$ cat config.mk
export PLATFORM = sky130hd
export DESIGN_NAME = rle_text_encoder
export DESIGN_NICKNAME = d
export VERILOG_FILES = /design/src/rle_pkg.sv /design/src/rle_text_encoder.sv /design/src/rle_bcd.sv
export SDC_FILE = /design/constraint.sdc
export NUM_CORES = 1
export LEC_CHECK = 0
export BUFFER_PORTS_ARGS = -buffer_cell sky130_fd_sc_hd__buf_2
export CORE_ASPECT_RATIO = 0.7
export CORE_MARGIN = 2
export CORE_UTILIZATION = 41
export CTS_CLUSTER_SIZE = 28
export DETAILED_ROUTE_END_ITERATION = 8
export GPL_ROUTABILITY_DRIVEN = 1
export PLACE_DENSITY = 0.65
export SLEW_MARGIN = 20
export SYNTH_ARGS = -nofsm -noshare
export SYNTH_HDL_FRONTEND = slang
export SYNTH_SLANG_ARGS = --single-unit
$ cat constraint.sdc
create_clock -name clk -period 3.44 [get_ports clk]
set_clock_uncertainty 0.1 [all_clocks]
set_input_delay 0.172 -clock clk [delete_from_list [all_inputs] [get_ports clk]]
set_output_delay 0.172 -clock clk [all_outputs]
set_load 0.005 [all_outputs]
$ cat src/rle_pkg.sv
package rle_pkg;

  // run counter width; longest run is 2^COUNT_WIDTH - 1
  localparam int COUNT_WIDTH = 16;

  // decimal digits needed for the largest count (floor(n*log10(2)) + 1)
  localparam int DIGITS   = (COUNT_WIDTH * 30103) / 100000 + 1;
  localparam int BCD_W    = DIGITS * 4;
  localparam int DIG_IW   = $clog2(DIGITS);
  localparam int SHIFT_CW = $clog2(COUNT_WIDTH + 1);

  // text characters
  localparam logic [7:0] CH_COLON  = 8'h3A;
  localparam logic [7:0] CH_BAR    = 8'h7C;
  localparam logic [7:0] CH_BSLASH = 8'h5C;
  localparam logic [7:0] CH_ZERO   = 8'h30;

  // converter status toward the sequencer
  typedef struct packed {
    logic              busy;
    logic [DIG_IW-1:0] msd;   // index of the most significant nonzero digit
  } bcd_stat_t;

  // bytes that need a backslash in front
  function automatic logic needs_escape(input logic [7:0] c);
    return (c == CH_COLON) || (c == CH_BAR) || (c == CH_BSLASH);
  endfunction

endpackage

$ cat src/rle_text_encoder.sv
// Run-length text encoder. Token bytes come in one word at a time, with
// in_token_end on the last byte of a token; each finished run goes out as
// "<decimal length>:<byte>", runs of a token parted by '|', and ':', '|'
// or '\' bytes escaped with '\'. A byte that only extends or opens a run is
// taken and yields nothing. A byte that closes one or two runs holds
// in_stall high until the last character is in the output register: per
// run, the binary-to-BCD converter is loaded and runs its add-3/shift
// steps, then the characters (3 to 9) go out one by one, held while
// out_stall is high. The output register lets the last character
// wait while the next word is taken in.
module rle_text_encoder (
  input  logic       clk,
  input  logic       rst_n,
  input  logic       in_valid,
  output logic       in_stall,
  input  logic [7:0] in_data_byte,
  input  logic       in_token_end,
  output logic       out_valid,
  input  logic       out_stall,
  output logic [7:0] out_byte,
  output logic       out_token_done,
  output logic       out_burst_end
);

  localparam int CW = rle_pkg::COUNT_WIDTH;

  typedef enum logic [6:0] {
    ST_IDLE  = 7'b0000001,
    ST_CONV  = 7'b0000010,
    ST_BAR   = 7'b0000100,
    ST_DIGIT = 7'b0001000,
    ST_COLON = 7'b0010000,
    ST_ESC   = 7'b0100000,
    ST_SYM   = 7'b1000000
  } state_t;

  state_t state_r, state_nxt;

  // open run
  logic          active_r, active_nxt;
  logic [7:0]    sym_r, sym_nxt;
  logic [CW-1:0] len_r, len_nxt;
  logic          first_r, first_nxt;

  // run being printed
  logic [7:0] cur_sym_r, cur_sym_nxt;
  logic       cur_bar_r, cur_bar_nxt;
  logic       cur_tok_r, cur_tok_nxt;
  logic       cur_fin_r, cur_fin_nxt;

  // second run of the same word
  logic          pend_valid_r, pend_valid_nxt;
  logic [7:0]    pend_sym_r, pend_sym_nxt;
  logic [CW-1:0] pend_len_r, pend_len_nxt;

  logic [rle_pkg::DIG_IW-1:0] dig_idx_r, dig_idx_nxt;

  // output register
  logic       out_valid_r, out_valid_nxt;
  logic [7:0] out_byte_r, out_byte_nxt;
  logic       out_tok_r, out_tok_nxt;
  logic       out_end_r, out_end_nxt;

  // converter
  logic                        conv_start;
  logic [CW-1:0]               conv_value;
  logic [rle_pkg::BCD_W-1:0]   conv_digits;
  rle_pkg::bcd_stat_t          conv_stat;

  logic accept, extend, emit_prev, out_free;

  rle_bcd u_bcd (
    .clk    (clk),
    .rst_n  (rst_n),
    .start  (conv_start),
    .value  (conv_value),
    .digits (conv_digits),
    .stat   (conv_stat)
  );

  assign in_stall = (state_r != ST_IDLE);
  assign accept   = in_valid && (state_r == ST_IDLE);
  assign out_free = !out_valid_r || !out_stall;
  assign extend   = active_r && (in_data_byte == sym_r) && (len_r != '1);
  assign emit_prev = active_r && !extend;

  // sequencer
  always_comb begin
    state_nxt      = state_r;
    active_nxt     = active_r;
    sym_nxt        = sym_r;
    len_nxt        = len_r;
    first_nxt      = first_r;
    cur_sym_nxt    = cur_sym_r;
    cur_bar_nxt    = cur_bar_r;
    cur_tok_nxt    = cur_tok_r;
    cur_fin_nxt    = cur_fin_r;
    pend_valid_nxt = pend_valid_r;
    pend_sym_nxt   = pend_sym_r;
    pend_len_nxt   = pend_len_r;
    dig_idx_nxt    = dig_idx_r;
    out_valid_nxt  = out_valid_r && out_stall;
    out_byte_nxt   = out_byte_r;
    out_tok_nxt    = out_tok_r;
    out_end_nxt    = out_end_r;
    conv_start     = 1'b0;
    conv_value     = len_r;

    unique case (state_r)
      ST_IDLE: begin
        if (accept) begin
          if (emit_prev) begin
            // close the open run first; a token end queues the new one
            cur_sym_nxt    = sym_r;
            cur_bar_nxt    = !first_r;
            cur_tok_nxt    = 1'b0;
            cur_fin_nxt    = !in_token_end;
            conv_value     = len_r;
            conv_start     = 1'b1;
            pend_valid_nxt = in_token_end;
            pend_sym_nxt   = in_data_byte;
            pend_len_nxt   = CW'(1);
            state_nxt      = ST_CONV;
          end else if (in_token_end) begin
            cur_sym_nxt = in_data_byte;
            cur_bar_nxt = !first_r;
            cur_tok_nxt = 1'b1;
            cur_fin_nxt = 1'b1;
            conv_value  = extend ? (len_r + 1'b1) : CW'(1);
            conv_start  = 1'b1;
            state_nxt   = ST_CONV;
          end
          // run state update
          if (in_token_end) begin
            active_nxt = 1'b0;
            sym_nxt    = '0;
            len_nxt    = '0;
            first_nxt  = 1'b1;
          end else if (extend) begin
            len_nxt = len_r + 1'b1;
          end else begin
            active_nxt = 1'b1;
            sym_nxt    = in_data_byte;
            len_nxt    = CW'(1);
            if (emit_prev) begin
              first_nxt = 1'b0;
            end
          end
        end
      end
      ST_CONV: begin
        if (!conv_stat.busy) begin
          dig_idx_nxt = conv_stat.msd;
          state_nxt   = cur_bar_r ? ST_BAR : ST_DIGIT;
        end
      end
      ST_BAR: begin
        if (out_free) begin
          out_valid_nxt = 1'b1;
          out_byte_nxt  = rle_pkg::CH_BAR;
          out_tok_nxt   = 1'b0;
          out_end_nxt   = 1'b0;
          state_nxt     = ST_DIGIT;
        end
      end
      ST_DIGIT: begin
        if (out_free) begin
          out_valid_nxt = 1'b1;
          out_byte_nxt  = rle_pkg::CH_ZERO | {4'd0, conv_digits[dig_idx_r*4 +: 4]};
          out_tok_nxt   = 1'b0;
          out_end_nxt   = 1'b0;
          if (dig_idx_r == '0) begin
            state_nxt = ST_COLON;
          end else begin
            dig_idx_nxt = dig_idx_r - 1'b1;
          end
        end
      end
      ST_COLON: begin
        if (out_free) begin
          out_valid_nxt = 1'b1;
          out_byte_nxt  = rle_pkg::CH_COLON;
          out_tok_nxt   = 1'b0;
          out_end_nxt   = 1'b0;
          state_nxt     = rle_pkg::needs_escape(cur_sym_r) ? ST_ESC : ST_SYM;
        end
      end
      ST_ESC: begin
        if (out_free) begin
          out_valid_nxt = 1'b1;
          out_byte_nxt  = rle_pkg::CH_BSLASH;
          out_tok_nxt   = 1'b0;
          out_end_nxt   = 1'b0;
          state_nxt     = ST_SYM;
        end
      end
      ST_SYM: begin
        if (out_free) begin
          out_valid_nxt = 1'b1;
          out_byte_nxt  = cur_sym_r;
          out_tok_nxt   = cur_tok_r;
          out_end_nxt   = cur_fin_r;
          if (pend_valid_r) begin
            // token's last run follows the one just closed
            cur_sym_nxt    = pend_sym_r;
            cur_bar_nxt    = 1'b1;
            cur_tok_nxt    = 1'b1;
            cur_fin_nxt    = 1'b1;
            conv_value     = pend_len_r;
            conv_start     = 1'b1;
            pend_valid_nxt = 1'b0;
            state_nxt      = ST_CONV;
          end else begin
            state_nxt = ST_IDLE;
          end
        end
      end
      default: begin
        state_nxt = ST_IDLE;
      end
    endcase
  end

  // control registers
  always_ff @(posedge clk) begin
    if (!rst_n) begin
      state_r      <= ST_IDLE;
      active_r     <= 1'b0;
      sym_r        <= '0;
      len_r        <= '0;
      first_r      <= 1'b1;
      pend_valid_r <= 1'b0;
      out_valid_r  <= 1'b0;
    end else begin
      state_r      <= state_nxt;
      active_r     <= active_nxt;
      sym_r        <= sym_nxt;
      len_r        <= len_nxt;
      first_r      <= first_nxt;
      pend_valid_r <= pend_valid_nxt;
      out_valid_r  <= out_valid_nxt;
    end
  end

  // payload registers
  always_ff @(posedge clk) begin
    cur_sym_r  <= cur_sym_nxt;
    cur_bar_r  <= cur_bar_nxt;
    cur_tok_r  <= cur_tok_nxt;
    cur_fin_r  <= cur_fin_nxt;
    pend_sym_r <= pend_sym_nxt;
    pend_len_r <= pend_len_nxt;
    dig_idx_r  <= dig_idx_nxt;
    out_byte_r <= out_byte_nxt;
    out_tok_r  <= out_tok_nxt;
    out_end_r  <= out_end_nxt;
  end

  assign out_valid      = out_valid_r;
  assign out_byte       = out_byte_r;
  assign out_token_done = out_tok_r;
  assign out_burst_end  = out_end_r;

endmodule

$ cat src/rle_bcd.sv
// Iterative binary to BCD converter: one add-3 / shift step per cycle.
module rle_bcd (
  input  logic                            clk,
  input  logic                            rst_n,
  input  logic                            start,
  input  logic [rle_pkg::COUNT_WIDTH-1:0] value,
  output logic [rle_pkg::BCD_W-1:0]       digits,
  output rle_pkg::bcd_stat_t              stat
);

  logic [rle_pkg::COUNT_WIDTH-1:0] bin_r;
  logic [rle_pkg::BCD_W-1:0]       bcd_r;
  logic [rle_pkg::BCD_W-1:0]       adj;
  logic [rle_pkg::SHIFT_CW-1:0]    cnt_r;

  // add 3 to every digit of 5 or more ahead of the shift
  always_comb begin
    adj = bcd_r;
    for (int i = 0; i < rle_pkg::DIGITS; i++) begin
      if (bcd_r[i*4 +: 4] >= 4'd5) begin
        adj[i*4 +: 4] = bcd_r[i*4 +: 4] + 4'd3;
      end
    end
  end

  // step counter
  always_ff @(posedge clk) begin
    if (!rst_n) begin
      cnt_r <= '0;
    end else if (start) begin
      cnt_r <= rle_pkg::SHIFT_CW'(rle_pkg::COUNT_WIDTH);
    end else if (cnt_r != '0) begin
      cnt_r <= cnt_r - 1'b1;
    end
  end

  // shift datapath
  always_ff @(posedge clk) begin
    if (start) begin
      bin_r <= value;
      bcd_r <= '0;
    end else if (cnt_r != '0) begin
      bcd_r <= {adj[rle_pkg::BCD_W-2:0], bin_r[rle_pkg::COUNT_WIDTH-1]};
      bin_r <= {bin_r[rle_pkg::COUNT_WIDTH-2:0], 1'b0};
    end
  end

  // leading digit search over the finished result
  always_comb begin
    stat.busy = (cnt_r != '0);
    stat.msd  = '0;
    for (int i = 0; i < rle_pkg::DIGITS; i++) begin
      if (bcd_r[i*4 +: 4] != 4'd0) begin
        stat.msd = i[rle_pkg::DIG_IW-1:0];
      end
    end
  end

  assign digits = bcd_r;

endmodule

Yosys cells after proc, flatten, opt, wreduce, memory -nomap -nowiden. Cells that the tools add are included.

$add $sub $neg: 8. $lt $le $gt $ge: 5. Equal/unequal tests: 27. Shift operators: 1. Multiplexer cells: 87. Bitwise gates (word level): 1. Reductions and logical operators: 38.

Operators with widths (count): two-way mux 16 bit (9); two-way mux 8 bit (12); two-way mux 7 bit (11); case mux 7 bit (7 select lines) (1); case mux 8 bit (5 select lines) (1); case mux 16 bit (2 select lines) (1); two-way mux 1 bit (28); != test 2 bit (second input constant) (12); >= comparator 4 x 3 -> 1 bit (second input constant) (5); two-way mux 4 bit (5); variable part select 20 x 6 -> 4 bit (1); adder 16 x 1 -> 16 bit (second input constant) (1); adder 4 x 2 -> 4 bit (second input constant) (4); == test 8 x 7 -> 1 bit (second input constant) (2); != test 16 bit (second input constant) (1); case mux 8 bit (2 select lines) (1); nonzero test 4 bit (4); two-way mux 3 bit (5); case mux 1 bit (2 select lines) (7); AND reduction 4 bit (3); two-way mux 5 bit (2); nonzero test 2 bit (5); nonzero test 5 bit (2); AND reduction 3 bit (3); other kinds (29) (41).

Bits in registers: 108. Input bits: 13.

Depth between registers and ports, before layout.
Depth in word-level cells: 9. Gate-level depth with buffers: 13. Mapped depth without buffers: 9.

By module. From an unflattened synthesis, not the netlist that was laid out.

Cells, all modules: 691. Area total of the unflattened synthesis: 6247.2 um2.

By module, submodules not included: rle_text_encoder (times used 1, cells each 462, area an instance 4020.1 um2, sequential area each 1661.6 um2); rle_bcd (times used 1, cells each 229, area an instance 2227.1 um2, sequential area each 980.9 um2).

Least setup slack after synthesis. OpenSTA, ideal clock, no wires.

Kind: flip-flop to flip-flop. Start: reg len_r[0]. End: reg u_bcd.bin_r[0] (netlist bit), enable pin. Library setup time: 0.372 ns. Data arrival time: 2.551 ns. Data required time: 2.968 ns. Setup slack: 0.418 ns. Stages on the path, launching flop included: 11. Path through: dfxtp_1 -> ha_1 -> nand3_1 -> nor4_2 -> and3_1 -> buf_2 -> o21ai_2 -> a21o_1 -> buf_6 -> buf_2 -> nand2_1.

Word-level cells in the longest chain between the ends: 8.

Ends and longest elaborated chain: from (decl) (RTL line rle_text_encoder.sv:42) `logic [CW-1:0] len_r, len_nxt;`; from (signal assigned) (RTL line rle_text_encoder.sv:238) `len_r <= len_nxt;`; != test 16 bit (RTL line rle_text_encoder.sv:84) `assign extend = active_r && (in_data_byte == sym_r) && (len_r != '1);`; logical AND 1 bit (RTL line rle_text_encoder.sv:84); zero test 1 bit (RTL line rle_text_encoder.sv:85) `assign emit_prev = active_r && !extend;`; logical AND 1 bit (RTL line rle_text_encoder.sv:85); two-way mux 1 bit (RTL line rle_text_encoder.sv:112) `if (emit_prev) begin`; two-way mux 1 bit (RTL line rle_text_encoder.sv:111) `if (accept) begin`; case mux 1 bit (2 select lines) (RTL line rle_text_encoder.sv:109) `unique case (state_r)`; nonzero test 2 bit (no source line); to (signal assigned) (RTL line rle_bcd.sv:40) `bin_r <= value;`; to (signal assigned) (RTL line rle_bcd.sv:44) `bin_r <= {bin_r[rle_pkg::COUNT_WIDTH-2:0], 1'b0};`; to (decl) (RTL line rle_bcd.sv:11) `logic [rle_pkg::COUNT_WIDTH-1:0] bin_r;`.

No other way between the ends. A chain may end at the register's enable or synchronous reset.

Final worst setup path.
Start: reg state_r[5]. End: reg u_bcd.bin_r[1] (netlist bit), data pin.

Word-level cells in the longest chain between the ends: 5. Elaborated cells between the ends (all ways): 8. Those cells by class: 2 x eq/ne; 5 x mux; 1 x reduce/logical.

Ends and longest elaborated chain: from (decl) (RTL line rle_text_encoder.sv:37) `state_t state_r, state_nxt;`; from (signal assigned) (RTL line rle_text_encoder.sv:235) `state_r <= state_nxt;`; == test 7 x 1 -> 1 bit (RTL line rle_text_encoder.sv:82, rle_text_encoder.sv:109); logical AND 1 bit (RTL line rle_text_encoder.sv:82) `assign accept = in_valid && (state_r == ST_IDLE);`; two-way mux 16 bit or two-way mux 1 bit (tied branches) (RTL line rle_text_encoder.sv:111); case mux 16 bit (2 select lines) or case mux 1 bit (2 select lines) (tied branches) (RTL line rle_text_encoder.sv:109); two-way mux 16 bit * (RTL line rle_bcd.sv:39) `if (start) begin`.

Mark *: on every way between the ends. The rest lies on a longest branch, timed or not.

==> out/metrics.cfg <==
[outcome]
status = finished clean

[yosys]
synthMuxAreaShare = 0.03439
yosys.area.top_type = edfxtp_1
syn_nets = 724
synth_top_family_by_area = simple AND/OR/NAND/NOR gates
synth_top_area_frac = 0.2344
yosys-top-cells-area = edfxtp_1 23%, dfxtp_1 20%, a21oi_1 5.1%
synth_seq_cells = 108
synthFlopType = dfxtp_1
ys_seq_area_frac = 0.4298
synth_xor_area_frac = 0.03276
synthArstFlopShare = 0
synth_compound_area_frac = 0.1915
synth_area_um2 = 6148
synth_fa_ha_area_frac = 0.03053
synth_cells = 696
ys_warn_count = 0
syn_avg_cell_area_um2 = 8.834
ys_types = 67
synth-edff-count = 48
synthSimpleGateAreaFrac = 0.2263

[power_and_ir_drop]
pwr-share-clk = 0.227
p_sw_mw = 1.731
sequentialPowerShare = 0.408
ir_drop_mv = 0.3010
cellLeakagePower_nw = 2.435
intPower_mw = 2.951
swShare = 0.3697
p_comb_frac = 0.364
power.density_nw_per_um2 = 689.6

[sta]
finalCriticalPeriod_ns = 3.099
rsz0062_at_grt = no
max_freq_ghz = 0.3227
tightestPinTransition_ns = 1.011
post-route-period-util = 0.9008
hold_ws_ns = 0.05537
maxSlewViolCount = 0
max-slew-margin-rel = 0.3222
hold_violations = 0
setup_violations = 0
setup_tns_ns = 0

[floorplan]
fp.dieW_um = 150.4
row_count = 37
io-pin-count = 25
core_um2 = 14680
die_h_um = 106.5
design.die.area_um2 = 16010
initial_utilization = 0.4190

[setup_path]
crit_chain = or4_1 -> nor4_4 -> buf_4 -> nand2_1 -> nor3_2 -> nor2_1 -> a21oi_1 -> o21ai_0
start_kind = flop
cpPeakStageDelay_ns = 0.76
critPathTopFamily = simple AND/OR/NAND/NOR gates
cpMaxStageDelayCell = or4_1
worst-path-buf-inv = 1
cp.arrival_ns = 3.09
crit_fanout = 14
crit_type = flop to flop
endpoint_kind = flop
crit_required_ns = 3.43

[grt]
grt_overflow = 0
met1_usage = 0.2951
grt_pass1_vias = 4827
grt_usage = 0.1951
grt_max_degree = 49
grt_pass1_wl_mm = 24.88
busiest_layer = met1
antenna_found_initial = 0
met3_usage = 0.03906
met2_usage = 0.2864

[clock_tree]
h-tree-depth = 3
cts_setup_buffers = 0
cts_tree = yes
numClockSinks = 108
path_clk_slew_ns = 0.07
cts_root_buf = clkbuf_16
cts_buffers = 9
cts_resized = 0
max-clock-path-buffers = 2
clk_latency_ns = 0.35

[layout]
design_area_um2 = 6789
drive_above_1_share = 0.1050
fill_cells = 1406
area_growth_syn_to_layout_pct = 10.42
antennaDiodeCount = 0
final_net_count = 737
fin_cells = 909

[place]
dpl.hpwl_mm = 10.70
numPortBuffers = 24
gp_congestion = 0.9256
dp_cells = 885
dpl_cell_area_um2 = 6404

[detailed_routing]
wl_per_cell_um = 16.48
post_drt_via_cell_ratio = 5.745
dr.first_iter.drc_count = 325
routed-via-count = 5222
ant_nets = 0
wl_mm = 14.98
drtPass1Iterations = 5
drc = 0

[flow_run]
cap_viol_max_count = 0

[worst_hold_path]
holdCritPathClass = input port to flop

[sequential cells by signal, indices dropped and copies added (netlist names), 3 cells and up]
| register | count |
|---|---|
| u_bcd.cnt_r | 5 |
| u_bcd.digits | 20 |
| out_byte | 8 |
| dig_idx_r | 3 |
| cur_sym_r | 8 |
| len_r | 16 |
| state_r | 7 |
| pend_sym_r | 8 |
| u_bcd.bin_r | 16 |
| sym_r | 8 |
[routing by layer]
| metal | up-vias | wire length [um] |
|---|---|---|
| met1 | 2489 | 7319 |
| met4 | 0 | 68 |
| met5 | - | 0 |
| met3 | 6 | 1103 |
| met2 | 177 | 6492 |
| li1 | 2550 | - |
[final timing paths]
kind,start,end,slack [ns],cells past startpoint
worst max-delay path,state_r[5]$_SDFFE_PN0P_,u_bcd.bin_r[1]$_DFFE_PP_,0.34,8
worst min-delay path,rst_n,first_r$_SDFFE_PN1P_,0.06,2
worst max register to register,state_r[5]$_SDFFE_PN0P_,u_bcd.bin_r[1]$_DFFE_PP_,0.34,8
worst min register to register,first_r$_SDFFE_PN1P_,cur_bar_r$_SDFFCE_PP1P_,0.38,1
[per-stage QoR]
| step | total power [mW] | utilization | worst slack [ns] |
|---|---|---|---|
| after floorplan | 3.185 | - | 0.4178 |
| after global placement | 3.546 | 0.4364 | 0.5075 |
| after detailed placement | 3.635 | 0.4364 | 0.3828 |
| after CTS | 4.712 | 0.4626 | 0.3528 |
| after global routing | 5.023 | 0.4626 | 0.07058 |
| final | 4.682 | 0.4626 | 0.3412 |
[area by class of cell]
type / instances / area (um2) / share of cell area
inverters: 22 / 87.58 / 0.01290
clock buffers: 12 / 256.5 / 0.03778
multi-input cells: 519 / 3182 / 0.4687
repair buffers: 49 / 327.8 / 0.04829
flip-flops and latches: 108 / 2643 / 0.3892
well taps: 195 / 244.0 / 0.03594
clock inverters: 4 / 48.80 / 0.007188
[worst register-to-register path, cell delays in order (launching register included)]
cell	delay, ns
dfxtp_1	0.43
or4_1	0.76
nor4_4	0.27
buf_4	0.26
nand2_1	0.21
nor3_2	0.49
nor2_1	0.10
a21oi_1	0.15
o21ai_0	0.09
[logic make-up after synthesis]
kind of cell / count (synthesis)
compound gates: 192
buf+inv: 69
flops: 108
simple gates: 273
fa+ha+maj: 15
mux: 16
xor+xnor: 23
[synth_stat cells, types with 2 or more instances]
cell and count:
or3_1 6, a41oi_1 2, xor2_1 10, ha_1 15, nand4b_1 2, nor2_1 70, nor3b_1 7, and4_1 3
nand4_1 6, a211oi_1 13, o22ai_1 2, xnor2_1 13, mux4_2 4, mux2i_1 11, dfxtp_1 60, o31ai_1 6
inv_1 21, o31a_1 3, o21ai_1 4, nor4_4 2, clkbuf_1 26, a21oi_1 63, nand3b_1 6, o21ai_0 52
nand3_1 22, buf_2 10, a311oi_1 8, a22oi_1 9, a31oi_1 7, nor3_1 25, buf_6 6, nand2_1 73
nand2b_1 20, nor2b_1 6, a22o_1 3, and3_1 3, and2_1 7, nor4_1 5, buf_1 3, edfxtp_1 48
a2bb2oi_1 6, a21o_1 3
[cells in the final DEF (no fill, tap or decap), types with 7 or more instances in the layout]
cell,count
edfxtp_1,48
clkbuf_16,9
xor2_1,10
nor2_1,70
nand2_1,73
a22oi_1,9
dlygate4sd3_1,8
nand2b_1,20
a311oi_1,8
mux2i_1,11
xnor2_1,13
a211oi_1,13
nor3b_1,7
a31oi_1,7
o21ai_0,52
and2_1,7
nor3_1,25
inv_1,20
nand3_1,22
buf_4,17
ha_1,15
buf_2,24
a21oi_1,63
dfxtp_1,60
[what timing repair did]
action | in CTS | in global routing
hold buffers | 8 | 0
hold endpoints to repair | 8 | 0
setup endpoints to repair | 0 | 0
[power groups by stage]
| stage | Combinational (mW) | Sequential, mW | Clock [mW] |
|---|---|---|---|
| 3_3_place_gp | 1.63 | 1.92 | 0 |
| 4_1_cts | 1.72 | 1.91 | 1.09 |
| 2_1_floorplan | 1.32 | 1.86 | 0 |
| 6_report | 1.71 | 1.91 | 1.07 |
| 5_1_grt | 1.93 | 1.94 | 1.15 |
| 3_5_place_dp | 1.70 | 1.93 | 0 |
No activity file was read; power rests on OpenSTA's default activity.
